[src/design/mme_pkg.sv]
// mme_pkg: types, codes and constants of the matrix multiply engine
// no dependencies

package mme_pkg;

  localparam int ELEM_W    = 16;
  localparam int PROD_W    = 2 * ELEM_W;
  localparam int RESULT_W  = 34;
  localparam int FIELD_W   = 2;
  localparam int CFG_W     = 3;
  localparam int CFG_IDX_W = 2;
  localparam int MAX_DIM_DEF = 4;

  localparam logic [CFG_W-1:0] CFG_RESET = 3'd4;

  // action codes of an input item
  localparam logic [1:0] ACT_WRITE_A = 2'd0;
  localparam logic [1:0] ACT_WRITE_B = 2'd1;
  localparam logic [1:0] ACT_START   = 2'd2;

  // configuration register indexes
  localparam logic [CFG_IDX_W-1:0] CFG_ROWS_A    = 2'd0;
  localparam logic [CFG_IDX_W-1:0] CFG_INNER_DIM = 2'd1;
  localparam logic [CFG_IDX_W-1:0] CFG_COLS_B    = 2'd2;

  typedef struct packed {
    logic [1:0]               action;
    logic [FIELD_W-1:0]       row;
    logic [FIELD_W-1:0]       col;
    logic signed [ELEM_W-1:0] value;
  } in_item_t;

  typedef struct packed {
    logic signed [RESULT_W-1:0] product;
    logic [FIELD_W-1:0]         out_row;
    logic [FIELD_W-1:0]         out_col;
    logic                       last;
  } out_item_t;

  // tag that travels with each multiply step down the pipeline
  typedef struct packed {
    logic               first;
    logic               last_k;
    logic               last_el;
    logic [FIELD_W-1:0] row;
    logic [FIELD_W-1:0] col;
  } step_tag_t;

  typedef enum logic {
    ST_IDLE,
    ST_MAC
  } seq_state_t;

endpackage

[src/design/matrix_multiply_engine.sv]
// matrix_multiply_engine: dense product of two small Q8.8 matrices
// load items fill store_a / store_b, a start item streams out C = A*B row-major
// load items are written to their store when accepted, and loads are accepted back to back
// a start item: each result element takes inner_dim multiply steps, then the
//   pipeline drain and output handoff, paced by the single shared
//   multiply-accumulate unit and the one read port of each store
// in_ready is low from start until the last multiply step is issued
// reset (rst_n, synchronous, active low) clears control state and sets the size
//   registers to 4; store contents stay undefined until written

module matrix_multiply_engine
  import mme_pkg::*;
#(
  parameter int MAX_DIM = MAX_DIM_DEF
) (
  input  logic                 clk,
  input  logic                 rst_n,
  // input item channel
  input  logic                 in_valid,
  output logic                 in_ready,
  input  in_item_t             in_data,
  // result item channel
  output logic                 out_valid,
  input  logic                 out_ready,
  output out_item_t            out_data,
  // configuration write port
  input  logic                 cfg_we,
  input  logic [CFG_IDX_W-1:0] cfg_index,
  input  logic [CFG_W-1:0]     cfg_wdata
);

  localparam int DEPTH  = MAX_DIM * MAX_DIM;
  localparam int ADDR_W = $clog2(DEPTH);
  localparam int IDX_W  = $clog2(MAX_DIM);

  // size registers
  logic [CFG_W-1:0] rows_a_r, inner_dim_r, cols_b_r;

  // element stores, one write and one read port each
  logic signed [ELEM_W-1:0] store_a [DEPTH];
  logic signed [ELEM_W-1:0] store_b [DEPTH];

  // sequencer
  seq_state_t       state_r, state_nxt;
  logic [IDX_W-1:0] i_r, j_r, k_r;
  logic [IDX_W-1:0] i_nxt, j_nxt, k_nxt;
  logic [IDX_W-1:0] ilim_r, jlim_r, klim_r;
  logic [IDX_W-1:0] ilim_nxt, jlim_nxt, klim_nxt;

  // pipeline
  logic                     v1_r, v2_r;
  step_tag_t                tag_issue, tag1_r, tag2_r;
  logic signed [ELEM_W-1:0] rd_a_r, rd_b_r;
  logic signed [PROD_W-1:0] prod_r;
  logic signed [RESULT_W-1:0] acc_r, acc_nxt;

  logic                     out_valid_r;
  out_item_t                out_r;

  logic              accept, issue, in_range;
  logic              wr_a, wr_b;
  logic [ADDR_W-1:0] wr_addr, rd_addr_a, rd_addr_b;
  logic [IDX_W+1:0]  i_ext, j_ext;

  // clamp a size register to 1..MAX_DIM and return it minus one
  function automatic logic [IDX_W-1:0] dim_limit(input logic [CFG_W-1:0] reg_val);
    logic [IDX_W-1:0] res;
    if (reg_val == '0) begin
      res = '0;
    end else if (int'(reg_val) > MAX_DIM) begin
      res = IDX_W'(MAX_DIM - 1);
    end else begin
      res = IDX_W'(reg_val - CFG_W'(1));
    end
    return res;
  endfunction

  assign in_ready = (state_r == ST_IDLE);
  assign accept   = in_valid && in_ready;

  // element writes outside the store are dropped
  assign in_range = (int'(in_data.row) < MAX_DIM) && (int'(in_data.col) < MAX_DIM);
  assign wr_a     = accept && in_range && (in_data.action == ACT_WRITE_A);
  assign wr_b     = accept && in_range && (in_data.action == ACT_WRITE_B);
  assign wr_addr  = ADDR_W'(int'(in_data.row) * MAX_DIM + int'(in_data.col));

  // configuration registers
  always_ff @(posedge clk) begin
    if (!rst_n) begin
      rows_a_r    <= CFG_RESET;
      inner_dim_r <= CFG_RESET;
      cols_b_r    <= CFG_RESET;
    end else if (cfg_we) begin
      case (cfg_index)
        CFG_ROWS_A:    rows_a_r    <= cfg_wdata;
        CFG_INNER_DIM: inner_dim_r <= cfg_wdata;
        CFG_COLS_B:    cols_b_r    <= cfg_wdata;
        default: ;
      endcase
    end
  end

  // store writes
  always_ff @(posedge clk) begin
    if (wr_a) begin
      store_a[wr_addr] <= in_data.value;
    end
    if (wr_b) begin
      store_b[wr_addr] <= in_data.value;
    end
  end

  // a new (i,j) group starts only once the pipeline and the output are empty,
  // so its result can always land in the output register
  assign issue = (state_r == ST_MAC) &&
                 ((k_r != '0) || (!v1_r && !v2_r && !out_valid_r));

  assign rd_addr_a = ADDR_W'(int'(i_r) * MAX_DIM + int'(k_r));
  assign rd_addr_b = ADDR_W'(int'(k_r) * MAX_DIM + int'(j_r));

  assign i_ext = {2'b00, i_r};
  assign j_ext = {2'b00, j_r};

  always_comb begin
    tag_issue.first   = (k_r == '0);
    tag_issue.last_k  = (k_r == klim_r);
    tag_issue.last_el = (i_r == ilim_r) && (j_r == jlim_r);
    tag_issue.row     = i_ext[FIELD_W-1:0];
    tag_issue.col     = j_ext[FIELD_W-1:0];
  end

  // sequencer: walks i, j, k over the shared multiplier
  always_comb begin
    state_nxt = state_r;
    i_nxt     = i_r;
    j_nxt     = j_r;
    k_nxt     = k_r;
    ilim_nxt  = ilim_r;
    jlim_nxt  = jlim_r;
    klim_nxt  = klim_r;
    case (state_r)
      ST_IDLE: begin
        if (accept && (in_data.action == ACT_START)) begin
          ilim_nxt  = dim_limit(rows_a_r);
          klim_nxt  = dim_limit(inner_dim_r);
          jlim_nxt  = dim_limit(cols_b_r);
          i_nxt     = '0;
          j_nxt     = '0;
          k_nxt     = '0;
          state_nxt = ST_MAC;
        end
      end
      ST_MAC: begin
        if (issue) begin
          if (k_r == klim_r) begin
            k_nxt = '0;
            if (j_r == jlim_r) begin
              j_nxt = '0;
              if (i_r == ilim_r) begin
                state_nxt = ST_IDLE;
              end else begin
                i_nxt = i_r + IDX_W'(1);
              end
            end else begin
              j_nxt = j_r + IDX_W'(1);
            end
          end else begin
            k_nxt = k_r + IDX_W'(1);
          end
        end
      end
      default: state_nxt = ST_IDLE;
    endcase
  end

  always_ff @(posedge clk) begin
    if (!rst_n) begin
      state_r <= ST_IDLE;
      i_r     <= '0;
      j_r     <= '0;
      k_r     <= '0;
    end else begin
      state_r <= state_nxt;
      i_r     <= i_nxt;
      j_r     <= j_nxt;
      k_r     <= k_nxt;
    end
  end

  always_ff @(posedge clk) begin
    ilim_r <= ilim_nxt;
    jlim_r <= jlim_nxt;
    klim_r <= klim_nxt;
  end

  // stage 1: registered store reads
  always_ff @(posedge clk) begin
    if (issue) begin
      rd_a_r <= store_a[rd_addr_a];
      rd_b_r <= store_b[rd_addr_b];
      tag1_r <= tag_issue;
    end
  end

  // stage 2: multiply
  always_ff @(posedge clk) begin
    if (v1_r) begin
      prod_r <= rd_a_r * rd_b_r;
      tag2_r <= tag1_r;
    end
  end

  // stage 3: accumulate, exact in 34 bits
  assign acc_nxt = tag2_r.first ? RESULT_W'(prod_r) : acc_r + RESULT_W'(prod_r);

  always_ff @(posedge clk) begin
    if (v2_r) begin
      acc_r <= acc_nxt;
    end
    if (v2_r && tag2_r.last_k) begin
      out_r.product <= acc_nxt;
      out_r.out_row <= tag2_r.row;
      out_r.out_col <= tag2_r.col;
      out_r.last    <= tag2_r.last_el;
    end
  end

  always_ff @(posedge clk) begin
    if (!rst_n) begin
      v1_r        <= 1'b0;
      v2_r        <= 1'b0;
      out_valid_r <= 1'b0;
    end else begin
      v1_r <= issue;
      v2_r <= v1_r;
      if (v2_r && tag2_r.last_k) begin
        out_valid_r <= 1'b1;
      end else if (out_ready) begin
        out_valid_r <= 1'b0;
      end
    end
  end

  assign out_valid = out_valid_r;
  assign out_data  = out_r;

endmodule
[config.mk]
export PLATFORM = sky130hd
export DESIGN_NAME = matrix_multiply_engine
export DESIGN_NICKNAME = d
export VERILOG_FILES = /design/src/design/mme_pkg.sv /design/src/design/matrix_multiply_engine.sv
export SDC_FILE = /design/constraint.sdc
export NUM_CORES = 1
export LEC_CHECK = 0
export BUFFER_PORTS_ARGS = -buffer_cell sky130_fd_sc_hd__buf_2
export CORE_MARGIN = 5
export CORE_UTILIZATION = 51
export DETAILED_ROUTE_END_ITERATION = 6
export PLACE_DENSITY = 0.76
export SYNTH_ARGS = -nofsm -noshare
export SYNTH_HDL_FRONTEND = slang
export SYNTH_SLANG_ARGS = --single-unit
[constraint.sdc]
create_clock -name clk -period 20.9 [get_ports clk]
set_input_delay 2.09 -clock clk [delete_from_list [all_inputs] [get_ports clk]]
set_output_delay 2.09 -clock clk [all_outputs]
set_load 0.01 [all_outputs]
# ---- Word level (Yosys, flattened, before mapping)
# Memories as Yosys holds them, arrays and structs flattened. A register that Yosys moved wholly into a read port is not among the register bits.
# Cells that the tools add are included.
dict set report totals {
  register_bits 144
  latchBits 0
  ramBits 512
  romBits 0
  in_bits 32
  output_inout_bits 41
  elab_cells 115
  n_memories 2
}
dict set report op_classes {
  n_addsub 10
  mul 1
  div_mod_pow 0
  order_cmp 3
  n_eq_ne 12
  shift 0
  muxes 29
  bitwise_logic 1
  n_reduce_logical 28
}
# memory words word_bits read_ports rd_ports_with_merged_regs wr line_no
set mem_list {}
lappend mem_list {store_a 16 16 1 1 1 matrix_multiply_engine.sv:40} ;# logic signed [ELEM_W-1:0] store_a [DEPTH];
lappend mem_list {store_b 16 16 1 1 1 matrix_multiply_engine.sv:41} ;# logic signed [ELEM_W-1:0] store_b [DEPTH];
# operator count
set op_table {}
lappend op_table {{34-bit by 32-bit adder with 34-bit output} 1}
lappend op_table {{34-bit 2-to-1 mux} 1}
lappend op_table {{16-bit by 16-bit multiplier with 32-bit output} 1}
lappend op_table {{2-bit 2-to-1 mux} 13}
lappend op_table {{4-bit by 2-bit adder with 4-bit output} 3}
lappend op_table {{2-bit case mux with 2 select lines} 3}
lappend op_table {{1-bit 2-to-1 mux} 11}
lappend op_table {{2-bit AND reduction} 5}
lappend op_table {{3-bit > comparator, second input constant} 3}
lappend op_table {{1-bit logical AND} 9}
lappend op_table {{3-bit logical NOT} 3}
lappend op_table {{2-bit by 1-bit != test with 1-bit output, second input constant} 4}
lappend op_table {{2-bit by 1-bit adder with 2-bit output, second input constant} 3}
lappend op_table {{2-bit == test} 3}
lappend op_table {{2-bit logical NOT} 3}
lappend op_table {{2-bit by 1-bit subtractor with 2-bit output, second input constant} 3}
lappend op_table {{5-bit AND reduction} 1}
lappend op_table {{2-bit by 1-bit == test with 1-bit output, second input constant} 2}
lappend op_table {{2-bit == test, second input constant} 2}
lappend op_table {{2-bit nonzero test} 2}
lappend op_table {{1-bit logical NOT} 3}
lappend op_table {{3-bit AND reduction} 1}
lappend op_table {{2-bit != test, second input constant} 1}
lappend op_table {{1-bit case mux with 2 select lines} 1}
lappend op_table {{other kinds (2)} 2}

# ---- Depth between registers and ports, before layout
dict set report logic_depth {
  ltp_word 7
  mapped_depth 23
  ltp_nobuf 22
}

# ---- Worst setup path before layout
# No wires, ideal clock.
dict set report synth_path {
  path_type {register to register}
  startpoint {register rd_a_r[15] (read register of store_a)}
  endpoint {register prod_r[31] (data pin)}
  setup_time_ns 0.260
  t_arrival_ns 6.324
  t_required_ns 20.640
  setup_slack_ns 14.316
  stages_incl_launch_ff 23
  n_path_buf 2
  synth_period_minus_slack_ns 6.584
  cell_sequence {edfxtp_1 > clkbuf_1 > nand2_1 > inv_1 > fa_1 > fa_1 > fa_1 > fa_1 > fa_1 > inv_1 > fa_1 > inv_1 > ha_1 > buf_6 > and2_4 > a221o_1 > a21o_1 > a21o_1 > or4_4 > o21ai_2 > o21bai_1 > a21oi_2 > xnor2_1}
}
dict set report synth_between {
  elab_chain_cells 1
}
# item line_no
set synth_lines {}
lappend synth_lines {{from (decl)} matrix_multiply_engine.sv:53} ;# logic signed [ELEM_W-1:0] rd_a_r, rd_b_r;
lappend synth_lines {{16-bit by 16-bit multiplier with 32-bit output} matrix_multiply_engine.sv:208} ;# prod_r <= rd_a_r * rd_b_r;
lappend synth_lines {{to (signal assigned)} matrix_multiply_engine.sv:208}
lappend synth_lines {{to (decl)} matrix_multiply_engine.sv:54} ;# logic signed [PROD_W-1:0] prod_r;
# No other way between the ends.
# A chain may end at the register's enable or synchronous reset.

# ---- Worst setup path after layout
dict set report layout_path {
  startpoint {register rd_b_r[1] (read register of store_b)}
  endpoint {register prod_r[31] (data pin)}
}
dict set report layout_between {
  elab_chain_cells 1
}
# item line_no
set layout_lines {}
lappend layout_lines {{from (decl)} matrix_multiply_engine.sv:53}
lappend layout_lines {{16-bit by 16-bit multiplier with 32-bit output} matrix_multiply_engine.sv:208}
# No other way between the ends.

==> results.toml <==
[worst_setup_path]
reg2reg_setup_slack_ns = 13.87
setup.worst_path.end_class = "flip-flop"
crit_path_start = "rd_b_r[1]"
worst_r2r_path_depth = 20
r2r_start = "rd_b_r[1]"
r2r_end = "prod_r[31]"
worstSetupEndpoint = "prod_r[31]"
cp_data_required_time_ns = 21.26
worstPathMaxFanout = 16
startpoint_type = "flip-flop"
path_class = "reg -> reg"
cp_data_arrival_time_ns = 7.39

[global_routing]
grt_pass1_vias = 21600
grt_max_degree = 68
overflow = 0
grt_usage_pct = 20.7
antenna_found_initial = 3
grt_pass1_wl_um = 125000

[cts]
htreeDepth = 3
clock_sinks = 688
numCtsBuffers = 72
hold_buffers = 0
clk-insertion-delay-late_ns = 0.65
cts_buffer_depth = 3
cts_resized = 0
cts_root_buf = "clkbuf_16"
postCtsSetupRepairBufs = 0
tritoncts = "yes"
clk_pin_slew_ns = 0.06

[synth]
syn_area_um2 = 36900
synth_edf_count = 669
syn_area_per_cell_um2 = 15.2
ys_seq_area_share_pct = 55.5
async_flop_share_pct = 0
yosys.cell_types.count = 71
ys.flop_type = "edfxtp_1"
yosys_warnings = 0
synthCells = 2425
ys_seq_elements = 688
syn_nets = 2839

[placement]
portBuffers = 72
dp_slack_ns = 13.89
place_congestion = 0.917
dp_hpwl_um = 50800

[sta]
maxSlewViolCount = 0
worstMarginPinSlew_ns = 1.25
fin_skew_ns = 0.0484
finalSetupTns_ns = 0
fin_crit_ns = 7.03
max_freq_mhz = 142
rsz0062_at_grt = "false"
timing.slew.headroom_pct = 16.3
timing.final.crit_share_pct = 33.6
finalHoldViolCount = 0
setup_viol = 0
setup_slack_ns = 13.87

[drt]
wl_per_cell_um = 22.5
avgViaCountPerCell = 5.73
ant_nets = 0
drc_errors = 0
firstDrtPassIters = 5
drt-total-wl_um = 79000
vias = 20100
drtIter0Drc = 1742

[layout]
diodes = 0
final_cell_mix = "edfxtp_1 (669), inv_1 (310), fa_1 (263)"
nNetsFinal = 2923
area_delta_synth_final_pct = 10.2
drive_above_1_share_pct = 15.3
final_common_cell = "edfxtp_1"

[die]
initial_utilization_pct = 51.5
fp.dieH_um = 279
io-pin-count = 73
fp.coreArea_um2 = 71600
die_w_um = 279
num_rows = 98
design.die.area_um2 = 77800

[hold_path]
hold_path.class = "reg -> reg"

[power_and_ir_drop]
leakage_nw = 15.0
power.density_nw_per_um2 = 112
peakVddDrop_mv = 0.106
p_total_mw = 4.57

[job]
maxCapViolations = 0

[status]
status = "finished clean"
==> synth_stat cells (7+ instances only) <==
library cell  count  area (µm²)
a211oi_1          9        67.6
dfxtp_1          19         380
o21a_1           12        90.1
o31ai_1           8        60.1
a21oi_1          49         245
o21bai_1          8        60.1
fa_1            263        5270
a21o_1           25         188
o21ai_0          36         180
edfxtp_1        669       20100
nand2_1         205         769
nor2b_1          14        87.6
mux2i_1           8        80.1
nor2_1           80         300
nand3_1          11        55.1
xnor2_1          49         429
clkbuf_1         57         214
nand4_1           7        43.8
ha_1            119        1490
and3_1            8        50.1
xor2_1           17         149
o21ai_1          28         140
inv_1           310        1160
and2_1          131         820
buf_2             8        40.0
mux4_2          160        3600
nand2b_1         14        87.6
buf_1            20        75.1
==> area by class of cell <==
type	count	area, µm²
well taps	950	1190
clock inverters	43	450
clock buffers	85	1850
fillers	5461	31000
flip-flops and latches	688	20500
multi-input cells	1339	14900
repair buffers	96	541
inverters	312	1170
==> worst max-delay path, stage by stage, from the launching register on <==
cell and delay (ns):
edfxtp_1 0.61, nand2_1 0.22, inv_1 0.10, fa_1 0.63, fa_1 0.88, fa_1 0.53, fa_1 0.51, fa_1 0.49
inv_1 0.05, fa_1 0.48, inv_1 0.04, ha_1 0.36, and2_4 0.21, a221o_1 0.32, a21o_1 0.18, a21o_1 0.19
or4_4 0.42, o21ai_2 0.18, o21bai_1 0.11, a21oi_2 0.16, xnor2_1 0.07
==> per-stage QoR <==
step	hold WS, ns	instance area (µm²)	util, %	instances
detailed placement	0.405	38300	53.5	3385
CTS	0.408	40600	56.7	3513
global placement	0.403	38300	53.5	3385
floorplan	0.400	36900	-	2425
finish	0.418	40600	56.7	3513
global route	0.421	40600	56.7	3513
==> worst min-delay path by stage <==
stage	startpoint	end	slack, ns	depth (start not counted)
2_1_floorplan	tag2_r[4]	out_data[0]	0.40	0
3_3_place_gp	tag1_r[3]	tag2_r[3]	0.40	0
3_5_place_dp	tag1_r[4]	tag2_r[4]	0.41	0
4_1_cts	tag1_r[3]	tag2_r[3]	0.41	0
5_1_grt	tag1_r[3]	tag2_r[3]	0.42	0
6_report	tag1_r[3]	tag2_r[3]	0.42	0
==> where the power goes <==
part | internal (mW) | switching [mW] | total [mW] | leakage [nW]
Sequential | 1.63 | 0.0226 | 1.65 | 6.18
Combinational | 0.742 | 0.939 | 1.68 | 7.67
Clock | 0.684 | 0.548 | 1.23 | 1.10
==> layer usage <==
| metal | vias to the layer above | routed length, µm | GRT usage [%] |
|---|---|---|---|
| met5 | - | 21 | 0 |
| met2 | 812 | 39400 | 34.7 |
| met3 | 133 | 5740 | 3.74 |
| li1 | 8814 | - | - |
| met1 | 10400 | 31800 | 28.3 |
| met4 | 4 | 2050 | 5.65 |
==> cells by family (layout without fill, tap and decap cells) <==
logic type | after synthesis | after routing | synth area share, %
buffers and inverters | 398 | 536 | 4.10
flip-flops | 688 | 688 | 55.5
XOR/XNOR | 66 | 66 | 1.57
multiplexers | 170 | 170 | 10.1
AND/OR/NAND/NOR | 502 | 502 | 6.65
adder cells (fa/ha/maj) | 382 | 382 | 18.3
AO/OA/AOI/OAI | 219 | 219 | 3.80
==> state kept, by name, indices dropped and copies added, names as in the netlist, 2 cells and up <==
register	cells
jlim_r	2
i_r	2
tag2_r	7
rd_a_r	16
k_r	2
inner_dim_r	3
rows_a_r	3
store_b	256
j_r	2
out_data	39
klim_r	2
rd_b_r	16
acc_r	34
prod_r	32
store_a	256
ilim_r	2
cols_b_r	3
tag1_r	7
Note: power is estimated with default switching activity, not from simulation.
